==> src/design/assert_macros.svh <==
// ---------------------------------------------------------------------------
// assertion macros
// shared concurrent assertion forms, clocked on clk and held off in reset
// ---------------------------------------------------------------------------
`ifndef ASSERT_MACROS_SVH
`define ASSERT_MACROS_SVH

// same-cycle implication
`define PN_ASSERT_NOW(label, ante, cons, msg) \
  label: assert property (@(posedge clk) disable iff (!rst_n) (ante) |-> (cons)) \
    else $error(msg);

// next-cycle implication
`define PN_ASSERT_NEXT(label, ante, cons, msg) \
  label: assert property (@(posedge clk) disable iff (!rst_n) (ante) |=> (cons)) \
    else $error(msg);

`endif

==> src/design/pn_pkg.sv <==
// ---------------------------------------------------------------------------
// pn_pkg
// shared types and constants of the path normalizer
// ---------------------------------------------------------------------------
package pn_pkg;

  // payload widths
  localparam int CHAR_W      = 8;
  localparam int DEPTH_W     = 5;
  localparam int CMD_W       = 2;
  localparam int OUT_TDATA_W = 16;

  // characters with a meaning in a path
  localparam logic [CHAR_W-1:0] SLASH_CHAR = 8'h2F;
  localparam logic [CHAR_W-1:0] DOT_CHAR   = 8'h2E;

  // input item commands
  typedef enum logic [CMD_W-1:0] {
    CMD_CHAR = 2'd0,
    CMD_END  = 2'd1,
    CMD_PULL = 2'd2
  } command_t;

  // result item kinds
  localparam logic KIND_STATUS = 1'b0;
  localparam logic KIND_CHAR   = 1'b1;

  // path phase
  typedef enum logic [1:0] {
    PH_COLLECT = 2'd0,
    PH_READ    = 2'd1,
    PH_DONE    = 2'd2
  } phase_t;

  // controller states
  typedef enum logic {
    ST_IDLE = 1'b0,
    ST_PUT  = 1'b1
  } ctl_state_t;

  // controller to datapath commands
  typedef struct packed {
    logic take_char;
    logic end_path;
    logic pull;
    logic load_out;
  } pn_ctl_t;

  // datapath to controller status
  typedef struct packed {
    logic reading;
    logic out_free;
  } pn_sts_t;

endpackage

==> src/design/pn_ram.sv <==
// ---------------------------------------------------------------------------
// pn_ram
// generic single-write, single-read memory with registered read data
// ---------------------------------------------------------------------------
module pn_ram #(
  parameter int WIDTH = 8,
  parameter int DEPTH = 512
) (
  input  logic                     clk,
  input  logic                     we,
  input  logic [$clog2(DEPTH)-1:0] waddr,
  input  logic [WIDTH-1:0]         wdata,
  input  logic                     re,
  input  logic [$clog2(DEPTH)-1:0] raddr,
  output logic [WIDTH-1:0]         rdata
);

  logic [WIDTH-1:0] mem [DEPTH];
  logic [WIDTH-1:0] rdata_r;

  // write port
  always_ff @(posedge clk) begin
    if (we) begin
      mem[waddr] <= wdata;
    end
  end

  // registered read port, holds until the next read
  always_ff @(posedge clk) begin
    if (re) begin
      rdata_r <= mem[raddr];
    end
  end

  assign rdata = rdata_r;

endmodule

==> src/design/pn_ctrl.sv <==
// ---------------------------------------------------------------------------
// pn_ctrl
// input handshake and command sequencing of the path normalizer
// ---------------------------------------------------------------------------
module pn_ctrl (
  input  logic                            clk,
  input  logic                            rst_n,
  input  logic                            in_tvalid,
  output logic                            in_tready,
  input  logic [pn_pkg::CMD_W-1:0]        in_tuser,
  input  pn_pkg::pn_sts_t                 sts,
  output pn_pkg::pn_ctl_t                 ctl
);

  import pn_pkg::*;

  ctl_state_t state_r;
  ctl_state_t state_nxt;
  command_t   cmd;

  assign cmd = command_t'(in_tuser);

  // state register
  always_ff @(posedge clk) begin
    if (!rst_n) begin
      state_r <= ST_IDLE;
    end else begin
      state_r <= state_nxt;
    end
  end

  // next state and commands
  always_comb begin
    state_nxt = state_r;
    ctl       = '0;
    in_tready = 1'b0;
    unique case (state_r)
      ST_IDLE: begin
        in_tready = 1'b1;
        if (in_tvalid) begin
          unique case (cmd)
            CMD_CHAR: begin
              ctl.take_char = 1'b1;
            end
            CMD_END: begin
              ctl.end_path = 1'b1;
              state_nxt    = ST_PUT;
            end
            CMD_PULL: begin
              // a pull outside readout gives nothing
              if (sts.reading) begin
                ctl.pull  = 1'b1;
                state_nxt = ST_PUT;
              end
            end
            default: ;
          endcase
        end
      end
      ST_PUT: begin
        if (sts.out_free) begin
          ctl.load_out = 1'b1;
          state_nxt    = ST_IDLE;
        end
      end
      default: state_nxt = ST_IDLE;
    endcase
  end

endmodule

==> src/design/pn_dpath.sv <==
// ---------------------------------------------------------------------------
// pn_dpath
// name stack, name store, readout counters and output register
// ---------------------------------------------------------------------------
module pn_dpath #(
  parameter int MAX_LEVELS = 16,
  parameter int NAME_BYTES = 32
) (
  input  logic                             clk,
  input  logic                             rst_n,
  input  pn_pkg::pn_ctl_t                  ctl,
  output pn_pkg::pn_sts_t                  sts,
  input  logic [pn_pkg::CHAR_W-1:0]        path_char,
  output logic                             out_tvalid,
  input  logic                             out_tready,
  output logic [pn_pkg::OUT_TDATA_W-1:0]   out_tdata,
  output logic                             out_tuser,
  output logic                             out_tlast
);

  import pn_pkg::*;

  localparam int LW = $clog2(MAX_LEVELS);
  localparam int SW = $clog2(MAX_LEVELS + 1);
  localparam int OW = $clog2(NAME_BYTES);
  localparam int CW = $clog2(NAME_BYTES + 1);
  localparam int AW = $clog2(MAX_LEVELS * NAME_BYTES);
  localparam int DEPTH = MAX_LEVELS * NAME_BYTES;

  localparam logic [CW-1:0] KEEP_LEN = CW'(NAME_BYTES - 1);
  localparam logic [CW-1:0] FULL_LEN = CW'(NAME_BYTES);
  localparam logic [SW-1:0] MAX_TOP  = SW'(MAX_LEVELS);

  // control state
  phase_t         phase_r,   phase_nxt;
  logic [SW-1:0]  top_r,     top_nxt;
  logic [CW-1:0]  cur_len_r, cur_len_nxt;
  logic [15:0]    first2_r,  first2_nxt;
  logic           ovf_r,     ovf_nxt;
  logic [LW-1:0]  lvl_r,     lvl_nxt;
  logic [OW-1:0]  off_r,     off_nxt;
  logic           out_valid_r;

  // payload state
  logic [OW-1:0]  lens_r [MAX_LEVELS];
  logic           pend_kind_r, pend_kind_nxt;
  logic           pend_slash_r, pend_slash_nxt;
  logic           pend_last_r, pend_last_nxt;
  logic           out_kind_r;
  logic [CHAR_W-1:0]  out_char_r;
  logic           out_last_r;
  logic [DEPTH_W-1:0] out_depth_r;
  logic           out_ovf_r;

  // name store ports
  logic              st_we;
  logic [AW-1:0]     st_waddr;
  logic              st_re;
  logic [AW-1:0]     st_raddr;
  logic [CHAR_W-1:0] st_rdata;

  // name length write
  logic              len_we;
  logic [LW-1:0]     len_widx;
  logic [OW-1:0]     len_wval;

  pn_ram #(
    .WIDTH (CHAR_W),
    .DEPTH (DEPTH)
  ) u_store (
    .clk   (clk),
    .we    (st_we),
    .waddr (st_waddr),
    .wdata (path_char),
    .re    (st_re),
    .raddr (st_raddr),
    .rdata (st_rdata)
  );

  // next state of stack, name in progress and readout
  always_comb begin
    logic [SW-1:0] top_e;
    logic [CW-1:0] len_e;
    logic [15:0]   first2_e;
    logic          ovf_e;
    logic          do_close;
    logic [OW-1:0] len_cur;
    logic          at_end;

    phase_nxt      = phase_r;
    top_nxt        = top_r;
    cur_len_nxt    = cur_len_r;
    first2_nxt     = first2_r;
    ovf_nxt        = ovf_r;
    lvl_nxt        = lvl_r;
    off_nxt        = off_r;
    pend_kind_nxt  = pend_kind_r;
    pend_slash_nxt = pend_slash_r;
    pend_last_nxt  = pend_last_r;
    st_we          = 1'b0;
    st_waddr       = AW'(top_r[LW-1:0]) * AW'(NAME_BYTES) + AW'(cur_len_r);
    st_re          = 1'b0;
    st_raddr       = AW'(lvl_r) * AW'(NAME_BYTES) + AW'(off_r) - AW'(1);
    len_we         = 1'b0;
    len_widx       = top_r[LW-1:0];
    len_wval       = cur_len_r[OW-1:0];
    len_cur        = lens_r[lvl_r];
    at_end         = 1'b0;

    // a character during or after readout starts a new path
    top_e    = top_r;
    len_e    = cur_len_r;
    first2_e = first2_r;
    ovf_e    = ovf_r;
    if (ctl.take_char && phase_r != PH_COLLECT) begin
      top_e    = '0;
      len_e    = '0;
      first2_e = '0;
      ovf_e    = 1'b0;
      lvl_nxt  = '0;
      off_nxt  = '0;
    end

    do_close = (ctl.take_char && path_char == SLASH_CHAR) ||
               (ctl.end_path && phase_r == PH_COLLECT);

    if (ctl.take_char) begin
      phase_nxt   = PH_COLLECT;
      top_nxt     = top_e;
      cur_len_nxt = len_e;
      first2_nxt  = first2_e;
      ovf_nxt     = ovf_e;
      if (path_char != SLASH_CHAR) begin
        // remember the first two characters to spot dot names
        if (len_e == CW'(0)) begin
          first2_nxt = {path_char, 8'h00};
        end else if (len_e == CW'(1)) begin
          first2_nxt = {first2_e[15:8], path_char};
        end
        st_waddr = AW'(top_e[LW-1:0]) * AW'(NAME_BYTES) + AW'(len_e);
        st_we    = (len_e < KEEP_LEN) && (top_e < MAX_TOP);
        if (len_e < FULL_LEN) begin
          cur_len_nxt = len_e + CW'(1);
        end
      end
    end

    // close the name in progress
    if (do_close) begin
      cur_len_nxt = '0;
      if (len_e != CW'(0)) begin
        first2_nxt = '0;
        if (len_e == CW'(1) && first2_e[15:8] == DOT_CHAR) begin
          // single dot: dropped
        end else if (len_e == CW'(2) && first2_e == {DOT_CHAR, DOT_CHAR}) begin
          // double dot: pop, never above the root
          if (top_e != '0) begin
            top_nxt = top_e - SW'(1);
          end
        end else if (top_e < MAX_TOP) begin
          len_we   = 1'b1;
          len_widx = top_e[LW-1:0];
          if (len_e > KEEP_LEN) begin
            len_wval = KEEP_LEN[OW-1:0];
            ovf_nxt  = 1'b1;
          end else begin
            len_wval = len_e[OW-1:0];
          end
          top_nxt = top_e + SW'(1);
        end else begin
          ovf_nxt = 1'b1;
        end
      end
    end

    // end of path: status result, readout restarts
    if (ctl.end_path) begin
      phase_nxt      = PH_READ;
      lvl_nxt        = '0;
      off_nxt        = '0;
      pend_kind_nxt  = KIND_STATUS;
      pend_slash_nxt = 1'b0;
      pend_last_nxt  = 1'b0;
    end

    // pull: leading slash of a level, or a name character from the store
    if (ctl.pull) begin
      pend_kind_nxt = KIND_CHAR;
      if (off_r == '0) begin
        pend_slash_nxt = 1'b1;
        at_end         = (top_r == '0);
        off_nxt        = OW'(1);
      end else begin
        pend_slash_nxt = 1'b0;
        st_re          = 1'b1;
        at_end         = ((SW + 1)'(lvl_r) + (SW + 1)'(1) >= (SW + 1)'(top_r)) &&
                         (off_r >= len_cur);
        if (off_r >= len_cur) begin
          lvl_nxt = lvl_r + LW'(1);
          off_nxt = '0;
        end else begin
          off_nxt = off_r + OW'(1);
        end
      end
      pend_last_nxt = at_end;
      if (at_end) begin
        phase_nxt = PH_DONE;
      end
    end
  end

  // control registers
  always_ff @(posedge clk) begin
    if (!rst_n) begin
      phase_r   <= PH_COLLECT;
      top_r     <= '0;
      cur_len_r <= '0;
      first2_r  <= '0;
      ovf_r     <= 1'b0;
      lvl_r     <= '0;
      off_r     <= '0;
    end else begin
      phase_r   <= phase_nxt;
      top_r     <= top_nxt;
      cur_len_r <= cur_len_nxt;
      first2_r  <= first2_nxt;
      ovf_r     <= ovf_nxt;
      lvl_r     <= lvl_nxt;
      off_r     <= off_nxt;
    end
  end

  // name lengths and pending result
  always_ff @(posedge clk) begin
    if (len_we) begin
      lens_r[len_widx] <= len_wval;
    end
    pend_kind_r  <= pend_kind_nxt;
    pend_slash_r <= pend_slash_nxt;
    pend_last_r  <= pend_last_nxt;
  end

  // output register valid
  always_ff @(posedge clk) begin
    if (!rst_n) begin
      out_valid_r <= 1'b0;
    end else if (ctl.load_out) begin
      out_valid_r <= 1'b1;
    end else if (out_tready) begin
      out_valid_r <= 1'b0;
    end
  end

  // output register payload
  always_ff @(posedge clk) begin
    if (ctl.load_out) begin
      out_kind_r  <= pend_kind_r;
      out_last_r  <= pend_last_r;
      out_depth_r <= DEPTH_W'(top_r);
      out_ovf_r   <= ovf_r;
      if (pend_kind_r == KIND_STATUS) begin
        out_char_r <= '0;
      end else if (pend_slash_r) begin
        out_char_r <= SLASH_CHAR;
      end else begin
        out_char_r <= st_rdata;
      end
    end
  end

  assign sts.reading  = (phase_r == PH_READ);
  assign sts.out_free = !out_valid_r || out_tready;

  assign out_tvalid = out_valid_r;
  assign out_tdata  = {2'b00, out_ovf_r, out_depth_r, out_char_r};
  assign out_tuser  = out_kind_r;
  assign out_tlast  = out_last_r;

endmodule

==> src/design/path_normalizer.sv <==
// ---------------------------------------------------------------------------
// path_normalizer
// streaming unix path normalizer with a stack of names
// ---------------------------------------------------------------------------
// A path character item is taken while the controller is idle; an end item
// and a pull item each move it to the state that loads the output register
// (a pull starts the name store's registered read). An end or pull item
// waits further while the previous result has not been taken. Path characters
// give no result; an end item gives a status item with depth and overflow;
// each pull during readout gives one character of the clean path, the final
// one with tlast. The name store needs no clearing after reset.
module path_normalizer #(
  parameter int MAX_LEVELS = 16,
  parameter int NAME_BYTES = 32
) (
  input  logic                           clk,
  input  logic                           rst_n,
  input  logic                           in_tvalid,
  output logic                           in_tready,
  input  logic [7:0]                     in_tdata,   // path_char
  input  logic [pn_pkg::CMD_W-1:0]       in_tuser,   // command
  output logic                           out_tvalid,
  input  logic                           out_tready,
  output logic [pn_pkg::OUT_TDATA_W-1:0] out_tdata,  // out_char, depth, overflow
  output logic                           out_tuser,  // kind
  output logic                           out_tlast   // out_last
);

  import pn_pkg::*;

  pn_ctl_t ctl;
  pn_sts_t sts;

  pn_ctrl u_ctrl (
    .clk       (clk),
    .rst_n     (rst_n),
    .in_tvalid (in_tvalid),
    .in_tready (in_tready),
    .in_tuser  (in_tuser),
    .sts       (sts),
    .ctl       (ctl)
  );

  pn_dpath #(
    .MAX_LEVELS (MAX_LEVELS),
    .NAME_BYTES (NAME_BYTES)
  ) u_dpath (
    .clk        (clk),
    .rst_n      (rst_n),
    .ctl        (ctl),
    .sts        (sts),
    .path_char  (in_tdata),
    .out_tvalid (out_tvalid),
    .out_tready (out_tready),
    .out_tdata  (out_tdata),
    .out_tuser  (out_tuser),
    .out_tlast  (out_tlast)
  );

`include "assert_macros.svh"

  // an accepted end item blocks input while its status is placed
  `PN_ASSERT_NEXT(a_end_blocks, in_tvalid && in_tready && in_tuser == CMD_END, !in_tready, "end item did not hold off input")

  // a loaded result is presented in the next cycle
  `PN_ASSERT_NEXT(a_load_shows, ctl.load_out, out_tvalid, "loaded result not presented")

  // status items carry no character and no last mark
  `PN_ASSERT_NOW(a_status_clean, out_tvalid && out_tuser == KIND_STATUS, out_tdata[7:0] == 8'h00 && !out_tlast, "status item carries character data")

endmodule

==> config.mk <==
export PLATFORM = sky130hd
export DESIGN_NAME = path_normalizer
export DESIGN_NICKNAME = d
export VERILOG_FILES = /design/src/design/pn_pkg.sv /design/src/design/pn_ram.sv /design/src/design/pn_ctrl.sv /design/src/design/pn_dpath.sv /design/src/design/path_normalizer.sv
export VERILOG_INCLUDE_DIRS = /design/src /design/src/design
export SDC_FILE = /design/constraint.sdc
export NUM_CORES = 2
export LEC_CHECK = 0
export BUFFER_PORTS_ARGS = -buffer_cell sky130_fd_sc_hd__buf_2
export CAP_MARGIN = 20
export CORE_MARGIN = 2
export CORE_UTILIZATION = 35
export DETAILED_ROUTE_END_ITERATION = 10
export PLACE_DENSITY = 0.57
export SETUP_SLACK_MARGIN = 0.4
export SYNTH_ARGS = -nofsm -noshare
export SYNTH_HDL_FRONTEND = slang
export SYNTH_MEMORY_MAX_BITS = 65536
export SYNTH_SLANG_ARGS = --single-unit
==> constraint.sdc <==
create_clock -name clk -period 9.28 [get_ports clk]
set_clock_uncertainty 0.1 [all_clocks]
set_input_delay 0.928 -clock clk [delete_from_list [all_inputs] [get_ports clk]]
set_output_delay 0.928 -clock clk [all_outputs]
set_load 0.05 [all_outputs]
==> flow_summary.ini <==
[run_status]
status = complete, no violations

[placed_design]
dp_hpwl_mm = 295
port_buffers = 31
postPlaceCellArea_um2 = 174000
place_congestion = 0.889

[setup_path]
critical_path_required_ns = 9.90
start_kind = flip-flop
criticalPathCategory = flip-flop to flip-flop
r2r-start = u_dpath.off_r[0]$_SDFFE_PN0P_
cp-end-kind = flip-flop
r2r_end = u_dpath.u_store.rdata[2]$_DFFE_PP_
rrSetupSlack_ns = 2.93
crit_arrival_ns = 6.96
cp-startpoint = u_dpath.off_r[0]$_SDFFE_PN0P_
cp_max_fo = 51
r2r_cells = 9

[global_route]
track_usage_pct = 19.5
grt_max_degree = 162
grt_pass1_vias = 88700
grt_pass1_wl_mm = 678
grt_overflow = 0
antenna_found_initial = 36

[route]
wl_per_cell_um = 31.0
antenna_left = 0
drtPass1Iterations = 8
viasPerCell = 5.68
drt_iter0_markers = 12800
vias = 88300
drc = 0
wl_mm = 481

[worst_hold_path]
hold_depth = 3
holdPathEnd = u_dpath.out_tvalid$_SDFFE_PN0P_
worstHoldStart = out_tready
min_path_type = input port to flip-flop

[floorplan]
boundaryPins = 34
initial_core_util_pct = 35.1
coreArea_um2 = 474000
die_area_um2 = 481000
die_w_um = 694
die_y_um = 694
rows = 253

[sta]
min_period_over_period_pct = 68.4
finalHoldViolations = 0
grt_setup_unrepaired = no
slew_headroom_pct = 20.3
min_period_ns = 6.35
setup_viol = 0
setup_tns_ns = 0
hold_ws_ns = 0.197
tightest_slew_ns = 1.17
fmax_mhz = 158
slew_viol_final = 0

[clock_tree]
clock_path_buffers = 4
cts_sinks = 4244
cts_resized = 0
hold_buffers = 0
cts_tree = built
htree_levels = 5
post_cts_buffers = 0
cts_buffers = 427
clock_latency_ns = 1.00
clkTransAtPathRegs_ns = 0.06
clk_root_buffer_cell = clkbuf_16

[synth]
synth_warnings = 0
async_flop_share_pct = 0
synth.cell_area_um2 = 166000
synthTopCellsByArea = edfxtp_1 (76%), mux4_2 (12%), nand2_1 (2.1%)
ys.flop_type = edfxtp_1
yosys-top-cells-count = edfxtp_1 (4,202), nand2_1 (912), mux4_2 (891), nor2_1 (646), clkbuf_1 (272)
syn_inst = 8772
syn_area_per_cell_um2 = 19.0
synth_seq_area_share_pct = 76.3
synth.distinct_cells = 91
synth_top_area_share_pct = 75.8
synth-edff-count = 4202
ys_ff_latch = 4244
yosysMostFrequentCell = edfxtp_1
synth_top_area_cell = edfxtp_1

[pwr]
power_density_nw_per_um2 = 209
power.leakage_nw = 57.3
peakVddDrop_mv = 0.172

[cells_and_area]
nets = 8962
area_delta_synth_final_pct = 13.3
fin_util_pct = 39.7
final_cell_area_um2 = 188000
drive_gt1_share_pct = 20.2

[run]
maxCapViolCount = 0
[layer usage]
metal	part of all wire [%]	global-route usage, %
met5	0.027	0
met4	4.1	7.43
met3	9.3	4.12
met2	46	30.6
met1	40	26.7
[cell usage in the layout (no fill, tap or decap), types with 65 or more instances in the layout]
master     instances
clkbuf_16        436
clkbuf_1          78
a22oi_1          113
nor2_1           639
o21ai_0           65
clkinv_2          82
nand2_1          898
edfxtp_1        4202
mux2i_1          148
nand3_1          231
nand4_1          177
clkinv_1          97
buf_4            221
mux4_2           891
[worst max-delay path by stage]
stage                                                  endpoint  slack, ns
after global placement     u_dpath.u_store.mem[13][0]$_DFFE_PP_       2.19
after detailed placement  u_dpath.u_store.mem[477][2]$_DFFE_PP_       2.21
after floorplan           u_dpath.u_store.mem[198][0]$_DFFE_PP_       4.68
after global routing         u_dpath.u_store.rdata[1]$_DFFE_PP_       2.42
final                        u_dpath.u_store.rdata[2]$_DFFE_PP_       2.93
after CTS                    u_dpath.u_store.rdata[3]$_DFFE_PP_       2.79
[worst max-delay path, cell delays in order (launching register included)]
cell and delay, ns:
dfxtp_4 0.75, buf_4 0.75, buf_4 0.77, buf_4 0.91, mux4_2 0.60, a22oi_1 0.33
a21boi_0 0.27, nor4_1 0.95, a31o_2 0.36, nand4_1 0.11
[flip-flops by register name, indices dropped and copies added, names as in the netlist]
name                   count
u_dpath.u_store.mem     4096
u_dpath.lens_r            80
u_dpath.first2_r          16
u_dpath.out_char_r         8
u_dpath.u_store.rdata      8
u_dpath.cur_len_r          6
u_dpath.off_r              5
u_dpath.out_depth_r        5
u_dpath.top_r              5
u_dpath.lvl_r              4
u_dpath.phase_r            2
u_ctrl.state_r             1
u_dpath.out_ovf_r          1
u_dpath.out_tlast          1
u_dpath.out_tuser          1
u_dpath.out_tvalid         1
u_dpath.ovf_r              1
u_dpath.pend_kind_r        1
u_dpath.pend_last_r        1
u_dpath.pend_slash_r       1
[through the flow]
stage	instances	setup slack [ns]	power, mW
2_1_floorplan	8773	4.68	21.9
5_1_grt	15500	2.42	40.4
3_5_place_dp	14700	2.21	22.5
3_3_place_gp	14700	2.19	22.5
4_1_cts	15500	2.79	39.7
6_report	15500	2.93	39.4
[where the power goes]
group / internal [mW] / switching (mW) / leakage, nW
sequential: 21.1 / 0.00619 / 38.1
combinational: 0.262 / 0.802 / 12.3
clock: 9.94 / 7.35 / 6.81
[layout make-up]
type                       count  area [um^2]
fill                       41900       286000
sequential                  4244       127000
multi-input combinational   3944        37200
clock buffer                 514        11200
tap                         6247         7820
clock inverter               272         2780
timing repair buffer         275         2330
inverter                      26         97.6
antenna                       11         27.5
[logic make-up (layout without fill, tap and decap cells)]
| group | after synthesis | in the layout | share of synthesized area [%] |
|---|---|---|---|
| simple gates | 2198 | 2198 | 5.81 |
| buf+inv | 585 | 1087 | 1.56 |
| fa+ha+maj | 30 | 30 | 0.226 |
| mux | 1042 | 1042 | 13.0 |
| compound gates | 660 | 660 | 3.03 |
| other cells | 1 | 13 | 0.00225 |
| flops | 4244 | 4244 | 76.3 |
| xor+xnor | 12 | 12 | 0.0677 |
(Power assumes the default switching activity.)
